**src/hdl/tsa_pkg.sv**
```systemverilog
`timescale 1ns / 1ps
// ----------------------------------------------------------------------------
// tsa_pkg
// Shared types, constants and helpers for the two-rate sensor averager.
// ----------------------------------------------------------------------------
package tsa_pkg;

  // Channel order: cpu_temp, gpu_temp, cpu_load, gpu_load, ram percent
  localparam int NumChan = 5;
  localparam int ChanW   = $clog2(NumChan);
  localparam int AvgW    = 8;

  // Shared divider operand width
  localparam int DivW    = 32;
  localparam int DivCntW = $clog2(DivW);

  // Running sums
  localparam int SumW  = 24;
  localparam int HourW = 16;
  localparam logic [SumW-1:0]  SumMax  = {SumW{1'b1}};
  localparam logic [HourW-1:0] HourMax = {HourW{1'b1}};

  // RAM percent numerator: 20-bit used times 100
  localparam int RamW    = 20;
  localparam int RamNumW = RamW + 7;
  localparam logic [6:0] RamScale = 7'd100;

  // Register reset values
  localparam logic [31:0] PeriodRst = 32'd60000;
  localparam logic [7:0]  MphRst    = 8'd60;

  // Register indexes (paddr bit 2)
  localparam logic RegPeriod = 1'b0;
  localparam logic RegMph    = 1'b1;

  // Item opcodes
  localparam logic OpSample = 1'b0;
  localparam logic OpTick   = 1'b1;

  // Result kinds
  localparam logic KindMinute = 1'b0;
  localparam logic KindHour   = 1'b1;

  typedef struct packed {
    logic [31:0] period_ms;
    logic [7:0]  mph;
  } cfg_t;

  typedef struct packed {
    logic            start;
    logic [DivW-1:0] num;
    logic [DivW-1:0] den;
  } div_req_t;

  typedef struct packed {
    logic            done;
    logic [DivW-1:0] quo;
  } div_rsp_t;

  typedef struct packed {
    logic                          kind;
    logic [NumChan-1:0][AvgW-1:0]  avg;
    logic                          last;
  } res_t;

  // Saturate a quotient to the average width
  function automatic logic [AvgW-1:0] clamp_avg(input logic [DivW-1:0] q);
    logic [AvgW-1:0] r;
    if (q > DivW'({AvgW{1'b1}})) r = {AvgW{1'b1}};
    else                         r = q[AvgW-1:0];
    return r;
  endfunction

endpackage

```
**src/hdl/tsa_in_if.sv**
```systemverilog
`timescale 1ns / 1ps
// ----------------------------------------------------------------------------
// tsa_in_if
// Input channel: sample or tick items with valid/ready handshake.
// ----------------------------------------------------------------------------
interface tsa_in_if;
  logic        valid;
  logic        ready;
  logic        opcode;
  logic [7:0]  cpu_temp;
  logic [7:0]  gpu_temp;
  logic [7:0]  cpu_load;
  logic [7:0]  gpu_load;
  logic [19:0] ram_used;
  logic [19:0] ram_total;
  logic [31:0] now_ms;

  modport source (
    output valid, opcode, cpu_temp, gpu_temp, cpu_load, gpu_load,
           ram_used, ram_total, now_ms,
    input  ready
  );

  modport sink (
    input  valid, opcode, cpu_temp, gpu_temp, cpu_load, gpu_load,
           ram_used, ram_total, now_ms,
    output ready
  );
endinterface

```
**src/hdl/tsa_out_if.sv**
```systemverilog
`timescale 1ns / 1ps
// ----------------------------------------------------------------------------
// tsa_out_if
// Result channel: minute or hour averages with valid/ready handshake.
// ----------------------------------------------------------------------------
interface tsa_out_if;
  logic       valid;
  logic       ready;
  logic       period_kind;
  logic [7:0] cpu_temp_avg;
  logic [7:0] gpu_temp_avg;
  logic [7:0] cpu_load_avg;
  logic [7:0] gpu_load_avg;
  logic [7:0] ram_pct_avg;
  logic       last_of_run;

  modport source (
    output valid, period_kind, cpu_temp_avg, gpu_temp_avg, cpu_load_avg,
           gpu_load_avg, ram_pct_avg, last_of_run,
    input  ready
  );

  modport sink (
    input  valid, period_kind, cpu_temp_avg, gpu_temp_avg, cpu_load_avg,
           gpu_load_avg, ram_pct_avg, last_of_run,
    output ready
  );
endinterface

```
**src/hdl/two_rate_sensor_averager.sv**
```systemverilog
`timescale 1ns / 1ps
// ----------------------------------------------------------------------------
// two_rate_sensor_averager
// Two-stage boxcar averager for sensor samples, minute and hour results.
// ----------------------------------------------------------------------------
// Samples are summed per channel; ticks commit minute averages once the
// configured period has elapsed and, every minutes_per_hour commits, hour
// averages too. All divisions run on one shared 32-step restoring divider
// under a small sequencer, and the input is not ready while an item is in
// work. A sample divides once for the RAM percent (not when RAM total is 0,
// and it is dropped when the count is saturated); a minute commit divides
// once per channel, and an hour rollover once more per channel. Results sit
// in a two-entry output buffer; a later commit waits only until that buffer
// has drained.
// ----------------------------------------------------------------------------
module two_rate_sensor_averager import tsa_pkg::*; #(
  parameter int COUNT_WIDTH = 16
) (
  input  logic        clk_i,
  input  logic        rst_ni,
  tsa_in_if.sink      in_i,
  tsa_out_if.source   out_o,
  input  logic        psel,
  input  logic        penable,
  input  logic        pwrite,
  input  logic [2:0]  paddr,
  input  logic [31:0] pwdata,
  output logic [31:0] prdata,
  output logic        pready
);

  localparam logic [COUNT_WIDTH-1:0] CountMax = {COUNT_WIDTH{1'b1}};

  // Sequencer states
  localparam logic [3:0] S_IDLE     = 4'd0;
  localparam logic [3:0] S_RAM      = 4'd1;
  localparam logic [3:0] S_RAM_WAIT = 4'd2;
  localparam logic [3:0] S_ACC      = 4'd3;
  localparam logic [3:0] S_TICK     = 4'd4;
  localparam logic [3:0] S_MDIV     = 4'd5;
  localparam logic [3:0] S_MWAIT    = 4'd6;
  localparam logic [3:0] S_MFIN     = 4'd7;
  localparam logic [3:0] S_HDIV     = 4'd8;
  localparam logic [3:0] S_HWAIT    = 4'd9;
  localparam logic [3:0] S_EMIT     = 4'd10;

  cfg_t     cfg;
  div_req_t div_req;
  div_rsp_t div_rsp;

  logic [3:0]             state_q, state_d;
  logic [ChanW-1:0]       ch_q, ch_d;
  logic [SumW-1:0]        msum_q [NumChan];
  logic [SumW-1:0]        msum_d [NumChan];
  logic [HourW-1:0]       hsum_q [NumChan];
  logic [HourW-1:0]       hsum_d [NumChan];
  logic [COUNT_WIDTH-1:0] cnt_q, cnt_d;
  logic [7:0]             mc_q, mc_d;
  logic [31:0]            last_q, last_d;
  logic                   hour_q, hour_d;

  // Latched item and partial results
  logic [NumChan-1:0][AvgW-1:0] samp_q, samp_d;
  logic [RamW-1:0]              used_q, used_d;
  logic [RamW-1:0]              total_q, total_d;
  logic [31:0]                  now_q, now_d;
  logic [NumChan-1:0][AvgW-1:0] mavg_q, mavg_d;
  logic [NumChan-1:0][AvgW-1:0] havg_q, havg_d;

  // Output buffer
  res_t       res_q [2];
  res_t       res_d [2];
  logic [1:0] ocnt_q, ocnt_d;
  logic       head_q, head_d;

  logic [RamNumW-1:0] ram_num;
  logic [31:0]        eff_last;
  logic [31:0]        elapsed;
  logic [7:0]         mc_next;
  logic [AvgW-1:0]    q_avg;
  logic [HourW:0]     hour_add;
  logic [SumW:0]      sum_add [NumChan];
  logic               out_pop;

  tsa_regs u_regs (
    .clk_i   (clk_i),
    .rst_ni  (rst_ni),
    .psel    (psel),
    .penable (penable),
    .pwrite  (pwrite),
    .paddr   (paddr),
    .pwdata  (pwdata),
    .prdata  (prdata),
    .pready  (pready),
    .cfg_o   (cfg)
  );

  tsa_div u_div (
    .clk_i  (clk_i),
    .rst_ni (rst_ni),
    .req_i  (div_req),
    .rsp_o  (div_rsp)
  );

  assign in_i.ready = (state_q == S_IDLE);
  assign out_pop    = out_o.valid && out_o.ready;

  assign ram_num  = RamNumW'(used_q) * RamNumW'(RamScale);
  assign eff_last = (last_q == '0) ? now_q : last_q;
  assign elapsed  = now_q - eff_last;
  assign mc_next  = mc_q + 8'd1;
  assign q_avg    = clamp_avg(div_rsp.quo);
  assign hour_add = {1'b0, hsum_q[ch_q]} + (HourW+1)'(q_avg);

  always_comb begin
    for (int c = 0; c < NumChan; c++) begin
      sum_add[c] = {1'b0, msum_q[c]} + (SumW+1)'(samp_q[c]);
    end
  end

  // Sequencer
  always_comb begin
    state_d = state_q;
    ch_d    = ch_q;
    msum_d  = msum_q;
    hsum_d  = hsum_q;
    cnt_d   = cnt_q;
    mc_d    = mc_q;
    last_d  = last_q;
    hour_d  = hour_q;
    samp_d  = samp_q;
    used_d  = used_q;
    total_d = total_q;
    now_d   = now_q;
    mavg_d  = mavg_q;
    havg_d  = havg_q;
    res_d   = res_q;
    ocnt_d  = ocnt_q;
    head_d  = head_q;
    div_req = '{start: 1'b0, num: '0, den: '0};

    if (out_pop) begin
      ocnt_d = ocnt_q - 2'd1;
      head_d = 1'b1;
    end

    unique case (state_q)
      S_IDLE: begin
        if (in_i.valid) begin
          samp_d[0] = in_i.cpu_temp;
          samp_d[1] = in_i.gpu_temp;
          samp_d[2] = in_i.cpu_load;
          samp_d[3] = in_i.gpu_load;
          used_d    = in_i.ram_used;
          total_d   = in_i.ram_total;
          now_d     = in_i.now_ms;
          if (in_i.opcode == OpTick)  state_d = S_TICK;
          else if (cnt_q == CountMax) state_d = S_IDLE;
          else                        state_d = S_RAM;
        end
      end
      S_RAM: begin
        if (total_q == '0) begin
          samp_d[NumChan-1] = '0;
          state_d = S_ACC;
        end else begin
          div_req = '{start: 1'b1, num: DivW'(ram_num), den: DivW'(total_q)};
          state_d = S_RAM_WAIT;
        end
      end
      S_RAM_WAIT: begin
        if (div_rsp.done) begin
          samp_d[NumChan-1] = q_avg;
          state_d = S_ACC;
        end
      end
      S_ACC: begin
        for (int c = 0; c < NumChan; c++) begin
          msum_d[c] = sum_add[c][SumW] ? SumMax : sum_add[c][SumW-1:0];
        end
        cnt_d   = cnt_q + 1'b1;
        state_d = S_IDLE;
      end
      S_TICK: begin
        if (elapsed < cfg.period_ms) begin
          last_d  = eff_last;
          state_d = S_IDLE;
        end else begin
          last_d  = now_q;
          ch_d    = '0;
          state_d = (cnt_q == '0) ? S_IDLE : S_MDIV;
        end
      end
      S_MDIV: begin
        div_req = '{start: 1'b1, num: DivW'(msum_q[ch_q]), den: DivW'(cnt_q)};
        state_d = S_MWAIT;
      end
      S_MWAIT: begin
        if (div_rsp.done) begin
          mavg_d[ch_q] = q_avg;
          msum_d[ch_q] = '0;
          hsum_d[ch_q] = hour_add[HourW] ? HourMax : hour_add[HourW-1:0];
          if (ch_q == ChanW'(NumChan - 1)) begin
            state_d = S_MFIN;
          end else begin
            ch_d    = ch_q + 1'b1;
            state_d = S_MDIV;
          end
        end
      end
      S_MFIN: begin
        cnt_d = '0;
        mc_d  = mc_next;
        ch_d  = '0;
        if (mc_next >= cfg.mph && mc_next != '0) begin
          hour_d  = 1'b1;
          state_d = S_HDIV;
        end else begin
          hour_d  = 1'b0;
          state_d = S_EMIT;
        end
      end
      S_HDIV: begin
        div_req = '{start: 1'b1, num: DivW'(hsum_q[ch_q]), den: DivW'(mc_q)};
        state_d = S_HWAIT;
      end
      S_HWAIT: begin
        if (div_rsp.done) begin
          havg_d[ch_q] = q_avg;
          hsum_d[ch_q] = '0;
          if (ch_q == ChanW'(NumChan - 1)) begin
            mc_d    = '0;
            state_d = S_EMIT;
          end else begin
            ch_d    = ch_q + 1'b1;
            state_d = S_HDIV;
          end
        end
      end
      S_EMIT: begin
        // wait for the output buffer to drain, then load both slots
        if (ocnt_q == '0) begin
          res_d[0] = '{kind: KindMinute, avg: mavg_q, last: !hour_q};
          res_d[1] = '{kind: KindHour, avg: havg_q, last: 1'b1};
          ocnt_d   = hour_q ? 2'd2 : 2'd1;
          head_d   = 1'b0;
          state_d  = S_IDLE;
        end
      end
      default: state_d = S_IDLE;
    endcase
  end

  always_ff @(posedge clk_i or negedge rst_ni) begin
    if (!rst_ni) begin
      state_q <= S_IDLE;
      ch_q    <= '0;
      cnt_q   <= '0;
      mc_q    <= '0;
      last_q  <= '0;
      hour_q  <= 1'b0;
      ocnt_q  <= '0;
      head_q  <= 1'b0;
      for (int c = 0; c < NumChan; c++) begin
        msum_q[c] <= '0;
        hsum_q[c] <= '0;
      end
    end else begin
      state_q <= state_d;
      ch_q    <= ch_d;
      cnt_q   <= cnt_d;
      mc_q    <= mc_d;
      last_q  <= last_d;
      hour_q  <= hour_d;
      ocnt_q  <= ocnt_d;
      head_q  <= head_d;
      msum_q  <= msum_d;
      hsum_q  <= hsum_d;
    end
  end

  // Payload registers
  always_ff @(posedge clk_i) begin
    samp_q  <= samp_d;
    used_q  <= used_d;
    total_q <= total_d;
    now_q   <= now_d;
    mavg_q  <= mavg_d;
    havg_q  <= havg_d;
    res_q   <= res_d;
  end

  // Result channel
  assign out_o.valid        = (ocnt_q != '0);
  assign out_o.period_kind  = res_q[head_q].kind;
  assign out_o.cpu_temp_avg = res_q[head_q].avg[0];
  assign out_o.gpu_temp_avg = res_q[head_q].avg[1];
  assign out_o.cpu_load_avg = res_q[head_q].avg[2];
  assign out_o.gpu_load_avg = res_q[head_q].avg[3];
  assign out_o.ram_pct_avg  = res_q[head_q].avg[4];
  assign out_o.last_of_run  = res_q[head_q].last;

  // Sample count only steps by one or clears on a commit
  a_cnt_step: assert property (@(posedge clk_i) disable iff (!rst_ni)
    (cnt_q != $past(cnt_q)) |->
      (cnt_q == $past(cnt_q) + 1'b1) || (cnt_q == '0))
    else $error("sample count jumped");

  // Divider results arrive only while the sequencer waits for one
  a_div_wait: assert property (@(posedge clk_i) disable iff (!rst_ni)
    div_rsp.done |->
      (state_q == S_RAM_WAIT) || (state_q == S_MWAIT) || (state_q == S_HWAIT))
    else $error("unexpected divider result");

  // A minute result without the last flag always has its hour result behind it
  a_pair: assert property (@(posedge clk_i) disable iff (!rst_ni)
    (out_o.valid && !out_o.last_of_run) |-> (ocnt_q == 2'd2) && !head_q)
    else $error("minute result lost its hour result");

  // Nothing is started on the divider outside the issue states
  a_div_issue: assert property (@(posedge clk_i) disable iff (!rst_ni)
    div_req.start |=> (state_q == S_RAM_WAIT) || (state_q == S_MWAIT) ||
                      (state_q == S_HWAIT))
    else $error("divider start outside issue state");

endmodule

```
**src/hdl/tsa_div.sv**
```systemverilog
`timescale 1ns / 1ps
// ----------------------------------------------------------------------------
// tsa_div
// Shared restoring divider, one quotient bit per cycle.
// ----------------------------------------------------------------------------
module tsa_div import tsa_pkg::*; (
  input  logic     clk_i,
  input  logic     rst_ni,
  input  div_req_t req_i,
  output div_rsp_t rsp_o
);

  logic               busy_q, busy_d;
  logic               done_q, done_d;
  logic [DivCntW-1:0] cnt_q, cnt_d;
  logic [DivW-1:0]    num_q, num_d;   // dividend shifts out, quotient shifts in
  logic [DivW-1:0]    rem_q, rem_d;
  logic [DivW-1:0]    den_q, den_d;
  logic [DivW:0]      rem_sh;
  logic               fits;

  assign rem_sh = {rem_q, num_q[DivW-1]};
  assign fits   = rem_sh >= {1'b0, den_q};

  // Iteration step
  always_comb begin
    busy_d = busy_q;
    done_d = 1'b0;
    cnt_d  = cnt_q;
    num_d  = num_q;
    rem_d  = rem_q;
    den_d  = den_q;
    if (req_i.start && !busy_q) begin
      busy_d = 1'b1;
      cnt_d  = '0;
      num_d  = req_i.num;
      den_d  = req_i.den;
      rem_d  = '0;
    end else if (busy_q) begin
      rem_d = fits ? DivW'(rem_sh - {1'b0, den_q}) : rem_sh[DivW-1:0];
      num_d = {num_q[DivW-2:0], fits};
      cnt_d = cnt_q + 1'b1;
      if (cnt_q == DivCntW'(DivW - 1)) begin
        busy_d = 1'b0;
        done_d = 1'b1;
      end
    end
  end

  always_ff @(posedge clk_i or negedge rst_ni) begin
    if (!rst_ni) begin
      busy_q <= 1'b0;
      done_q <= 1'b0;
      cnt_q  <= '0;
    end else begin
      busy_q <= busy_d;
      done_q <= done_d;
      cnt_q  <= cnt_d;
    end
  end

  always_ff @(posedge clk_i) begin
    num_q <= num_d;
    rem_q <= rem_d;
    den_q <= den_d;
  end

  assign rsp_o.done = done_q;
  assign rsp_o.quo  = num_q;

endmodule

```
**src/hdl/tsa_regs.sv**
```systemverilog
`timescale 1ns / 1ps
// ----------------------------------------------------------------------------
// tsa_regs
// APB-style configuration registers: minute period and minutes per hour.
// ----------------------------------------------------------------------------
module tsa_regs import tsa_pkg::*; (
  input  logic        clk_i,
  input  logic        rst_ni,
  input  logic        psel,
  input  logic        penable,
  input  logic        pwrite,
  input  logic [2:0]  paddr,
  input  logic [31:0] pwdata,
  output logic [31:0] prdata,
  output logic        pready,
  output cfg_t        cfg_o
);

  cfg_t cfg_q;
  logic wr_en;

  assign pready = 1'b1;
  assign wr_en  = psel && penable && pwrite;

  // Register writes
  always_ff @(posedge clk_i or negedge rst_ni) begin
    if (!rst_ni) begin
      cfg_q.period_ms <= PeriodRst;
      cfg_q.mph       <= MphRst;
    end else if (wr_en) begin
      unique case (paddr[2])
        RegPeriod: cfg_q.period_ms <= pwdata;
        RegMph:    cfg_q.mph       <= pwdata[7:0];
        default:   ;
      endcase
    end
  end

  // Read mux
  always_comb begin
    unique case (paddr[2])
      RegPeriod: prdata = cfg_q.period_ms;
      RegMph:    prdata = {24'd0, cfg_q.mph};
      default:   prdata = '0;
    endcase
  end

  assign cfg_o = cfg_q;

endmodule

```
**src/flat_wrapper.sv**
```systemverilog
// flat-port wrapper written by rule: the top's interface ports become plain ports
module two_rate_sensor_averager_flat import tsa_pkg::*;
#(
  parameter int COUNT_WIDTH = 16
)
  (clk_i, rst_ni, psel, penable, pwrite, paddr, pwdata, prdata, pready, in_i_valid, in_i_opcode, in_i_cpu_temp, in_i_gpu_temp, in_i_cpu_load, in_i_gpu_load, in_i_ram_used, in_i_ram_total, in_i_now_ms, in_i_ready, out_o_valid, out_o_period_kind, out_o_cpu_temp_avg, out_o_gpu_temp_avg, out_o_cpu_load_avg, out_o_gpu_load_avg, out_o_ram_pct_avg, out_o_last_of_run, out_o_ready);
  tsa_in_if in_i_i ();
  tsa_out_if out_o_i ();
  input  logic clk_i;
  input  logic rst_ni;
  input  logic psel;
  input  logic penable;
  input  logic pwrite;
  input  logic [2:0] paddr;
  input  logic [31:0] pwdata;
  output logic [31:0] prdata;
  output logic pready;
  input wire logic [$bits(in_i_i.valid)-1:0] in_i_valid;
  input wire logic [$bits(in_i_i.opcode)-1:0] in_i_opcode;
  input wire logic [$bits(in_i_i.cpu_temp)-1:0] in_i_cpu_temp;
  input wire logic [$bits(in_i_i.gpu_temp)-1:0] in_i_gpu_temp;
  input wire logic [$bits(in_i_i.cpu_load)-1:0] in_i_cpu_load;
  input wire logic [$bits(in_i_i.gpu_load)-1:0] in_i_gpu_load;
  input wire logic [$bits(in_i_i.ram_used)-1:0] in_i_ram_used;
  input wire logic [$bits(in_i_i.ram_total)-1:0] in_i_ram_total;
  input wire logic [$bits(in_i_i.now_ms)-1:0] in_i_now_ms;
  output wire logic [$bits(in_i_i.ready)-1:0] in_i_ready;
  output wire logic [$bits(out_o_i.valid)-1:0] out_o_valid;
  output wire logic [$bits(out_o_i.period_kind)-1:0] out_o_period_kind;
  output wire logic [$bits(out_o_i.cpu_temp_avg)-1:0] out_o_cpu_temp_avg;
  output wire logic [$bits(out_o_i.gpu_temp_avg)-1:0] out_o_gpu_temp_avg;
  output wire logic [$bits(out_o_i.cpu_load_avg)-1:0] out_o_cpu_load_avg;
  output wire logic [$bits(out_o_i.gpu_load_avg)-1:0] out_o_gpu_load_avg;
  output wire logic [$bits(out_o_i.ram_pct_avg)-1:0] out_o_ram_pct_avg;
  output wire logic [$bits(out_o_i.last_of_run)-1:0] out_o_last_of_run;
  input wire logic [$bits(out_o_i.ready)-1:0] out_o_ready;
  assign in_i_i.valid = in_i_valid;
  assign in_i_i.opcode = in_i_opcode;
  assign in_i_i.cpu_temp = in_i_cpu_temp;
  assign in_i_i.gpu_temp = in_i_gpu_temp;
  assign in_i_i.cpu_load = in_i_cpu_load;
  assign in_i_i.gpu_load = in_i_gpu_load;
  assign in_i_i.ram_used = in_i_ram_used;
  assign in_i_i.ram_total = in_i_ram_total;
  assign in_i_i.now_ms = in_i_now_ms;
  assign in_i_ready = in_i_i.ready;
  assign out_o_valid = out_o_i.valid;
  assign out_o_period_kind = out_o_i.period_kind;
  assign out_o_cpu_temp_avg = out_o_i.cpu_temp_avg;
  assign out_o_gpu_temp_avg = out_o_i.gpu_temp_avg;
  assign out_o_cpu_load_avg = out_o_i.cpu_load_avg;
  assign out_o_gpu_load_avg = out_o_i.gpu_load_avg;
  assign out_o_ram_pct_avg = out_o_i.ram_pct_avg;
  assign out_o_last_of_run = out_o_i.last_of_run;
  assign out_o_i.ready = out_o_ready;
  two_rate_sensor_averager #(.COUNT_WIDTH(COUNT_WIDTH)) u_core (.clk_i(clk_i), .rst_ni(rst_ni), .in_i(in_i_i), .out_o(out_o_i), .psel(psel), .penable(penable), .pwrite(pwrite), .paddr(paddr), .pwdata(pwdata), .prdata(prdata), .pready(pready));
endmodule
```
**config.mk**
```make
export PLATFORM = sky130hd
export DESIGN_NAME = two_rate_sensor_averager_flat
export DESIGN_NICKNAME = d
export VERILOG_FILES = /design/src/hdl/tsa_pkg.sv /design/src/hdl/tsa_in_if.sv /design/src/hdl/tsa_out_if.sv /design/src/hdl/two_rate_sensor_averager.sv /design/src/hdl/tsa_div.sv /design/src/hdl/tsa_regs.sv /design/src/flat_wrapper.sv
export SDC_FILE = /design/constraint.sdc
export NUM_CORES = 2
export LEC_CHECK = 0
export BUFFER_PORTS_ARGS = -buffer_cell sky130_fd_sc_hd__buf_2
export CAP_MARGIN = 20
export CORE_AREA = 2 2 240 242
export CTS_CLUSTER_DIAMETER = 30
export DETAILED_ROUTE_END_ITERATION = 7
export DIE_AREA = 0 0 242 244
export PLACE_DENSITY_LB_ADDON = 0.25
export SLEW_MARGIN = 20
export SYNTH_ARGS = -nofsm -noshare
export SYNTH_HDL_FRONTEND = slang
export SYNTH_HIERARCHICAL = 1
export SYNTH_SLANG_ARGS = --single-unit
```
**constraint.sdc**
```tcl
create_clock -name clk_i -period 9.9 [get_ports clk_i]
set_input_delay 0.495 -clock clk_i [delete_from_list [all_inputs] [get_ports clk_i]]
set_output_delay 0.495 -clock clk_i [all_outputs]
set_load 0.02 [all_outputs]
```
==> results.py <==
metrics = {
    "global_routing": {
        "antenna_found_initial": 0,
        "grt_max_degree": 116,
        "first_global_vias": 31200,
        "grt_pass1_wl_microns": 166000,
        "track_usage": 0.356,
        "grt_overflow_total": 0,
    },
    "routing": {
        "drc_errors": 0,
        "drt_first_iter_violations": 3288,
        "antenna_left": 0,
        "vias_per_cell": 6.42,
        "drtPass1Iterations": 7,
        "finalWirelength_microns": 105000,
        "vias": 30600,
        "wl_per_cell_microns": 22.0,
    },
    "yosys": {
        "synth_area_per_cell_sq_um": 10.6,
        "ys_ff_latch": 683,
        "ys.flop_type": "edfxtp_1",
        "netlist_instances": 3516,
        "synth_top_cells_by_area": "edfxtp_1 27%, dfrtp_1 20%, ha_1 7.3%, a21oi_1 3.8%, o21ai_0 3.5%",
        "yosys_warnings": 6,
        "synth_enable_flop_cells": 337,
        "seq_area_frac_synth": 0.498,
        "yosysUniqueCellTypes": 93,
        "synth_area_sq_um": 37400,
        "synthArstFlopShare": 0.460,
        "synth_top_area_cell": "edfxtp_1",
        "yosysTopAreaCellShare": 0.271,
    },
    "worst_setup_path": {
        "critical_path.most_common_cell": "a21o_1",
        "path_class": "flop to flop",
        "rr_startpoint": "u_core/last_q[17]",
        "crit_family": "compound AO/OA/AOI/OAI gates",
        "arrival_ns": 8.23,
        "cp-end-kind": "flop",
        "cp_num_buf_inv": 1,
        "required_ns": 10.53,
        "path_max_fanout": 38,
        "cp_slowest_cell": "nand2_1",
        "slowest_delay_ns": 0.69,
        "startpoint": "u_core/last_q[17]",
        "cp-start-kind": "flop",
    },
    "finish": {
        "n_antenna_cell": 0,
        "final_cell_mix": "337 x edfxtp_1, 302 x dfrtp_1, 286 x a21oi_1",
        "regArea_sq_um": 18600,
        "multi_input_area_sq_um": 17300,
        "finalNonFillerCells": 4767,
        "drive_gt1_frac": 0.174,
        "synthToLayoutAreaGrowth_pct": 20.2,
        "final_common_cell": "edfxtp_1",
        "nNetsFinal": 4284,
        "fillers": 3357,
    },
    "sta": {
        "period_needed_ns": 7.61,
        "max-slew-margin-rel": 0.274,
        "fin_worst_skew_ns": 0.0376,
        "hold_viol": 0,
        "drv_slew": 0,
        "setup_viol": 0,
        "min_period_over_period": 0.768,
        "rsz0062_at_grt": "false",
        "tightest_slew_ns": 1.08,
        "clock.fmax_ghz": 0.131,
        "fin_setup_tns_ns": 0,
    },
    "clock_tree": {
        "clock-sinks": 683,
        "cts_tree": "yes",
        "numCtsBuffers": 134,
        "clkLatencyLatePin_ns": 0.72,
        "post_cts_buffers": 0,
        "cts_buffer_depth": 3,
        "cts_max_level": 4,
        "cts-resized-gates": 0,
        "cts-root-buf": "clkbuf_16",
        "path_clk_slew_ns": 0.05,
    },
    "placement": {
        "place_inst": 4406,
        "post-dp-hpwl_microns": 67000,
        "io_buffers": 220,
        "gp_congestion": 0.938,
    },
    "die": {
        "core_region_area_sq_um": 56200,
        "die_h_microns": 244,
        "die-area_sq_um": 59000,
        "num_io_pins": 224,
        "initial_core_util": 0.666,
        "die_w_microns": 242,
        "rows": 87,
    },
    "hold_path": {
        "hold_path_class": "primary input to flop",
        "worstHoldStart": "pwdata[24]",
    },
    "power": {
        "peakVddDrop_mv": 0.233,
        "p_leak_nw": 19.7,
        "powerDensity_nw_per_um2": 316,
    },
    "run": {
        "cap_violations": 0,
    },
    "run_status": {
        "status": "completed",
    },
}
[metrics by stage]
step / utilization / hold WS [ns] / setup WS, ns / total power [mW] / instance area, sq um
global route: 0.800 / 0.0130 / 1.85 / 15.0 / 44900
CTS: 0.800 / 0.00268 / 2.52 / 14.1 / 44900
floorplan: - / 0.199 / 3.69 / 8.10 / 37400
detailed placement: 0.699 / 0.405 / 2.63 / 9.44 / 39300
global placement: 0.699 / 0.402 / 2.84 / 9.17 / 39300
finish: 0.800 / 0.0344 / 2.29 / 14.2 / 44900
[cells in the mapped netlist (58+ instances only)]
cell / count
a21oi_1: 286
a22o_1: 76
clkbuf_1: 124
dfrtp_1: 303
edfxtp_1: 337
ha_1: 217
inv_1: 260
mux2_2: 101
nand2_1: 268
nand3_1: 78
nor2_1: 208
nor2b_1: 68
nor3_1: 58
o21ai_0: 260
xnor2_1: 74
[cell families after synthesis]
kind of cell / after synthesis / share of synthesized area
and+or+nand+nor: 868 / 0.111
muxes: 203 / 0.0653
other: 2 / 0.000201
adders and majority gates: 240 / 0.0847
AOI/OAI and AO/OA: 995 / 0.171
buffers and inverters: 410 / 0.0430
xor gates and xnor gates: 115 / 0.0269
DFF: 683 / 0.498
[flip-flops by register name, summed over array words and instances (netlist names), 40 cells and up]
name                 cells
u_core/havg_q           40
u_core/hsum_q           80
u_core/mavg_q           40
u_core/msum_q          120
u_core/res_q            81
u_core/samp_q           40
u_core/u_regs/cfg_o     40
[final timing paths]
path | end | slack, ns | cells after the start
worst min register to register | u_core/res_q[45] | 0.42 | 0
worst max-delay path | u_core/last_q[19] | 2.29 | 28
worst min-delay path | u_core/u_regs/cfg_o[32] | 0.03 | 2
worst max register to register | u_core/last_q[19] | 2.29 | 28
min in group asynchronous | u_core/u_regs/cfg_o[26] | 0.43 | 2
max in group asynchronous | u_core/hsum_q[0] | 7.27 | 4
[per-layer routing]
| metal | global-route usage | share of wire | up-vias |
|---|---|---|---|
| met2 | 0.597 | 0.49 | 1707 |
| met1 | 0.443 | 0.38 | 14900 |
| met5 | 0 | 0 | - |
| li1 | - | - | 13700 |
| met4 | 0.176 | 0.046 | 0 |
| met3 | 0.0727 | 0.087 | 363 |
[layout make-up]
cell class                 count  share of cell area
clock buffer                 169              0.0828
multi-input combinational   2439               0.384
sequential                   683               0.415
inverter                     262              0.0219
clock inverter                80              0.0180
tap                          756              0.0210
timing repair buffer         378              0.0574
[repair_timing]
action / in CTS / in global routing
endpoints found under the hold margin: 224 / 0
endpoints found under the setup margin: 0 / 0
hold buffers: 112 / 0
[power breakdown]
part	switching [mW]	total [mW]	internal (mW)
combinational	3.12	5.49	2.37
clock	1.54	4.50	2.96
sequential	0.577	4.21	3.64
Note: power is estimated with default switching activity, not from simulation.
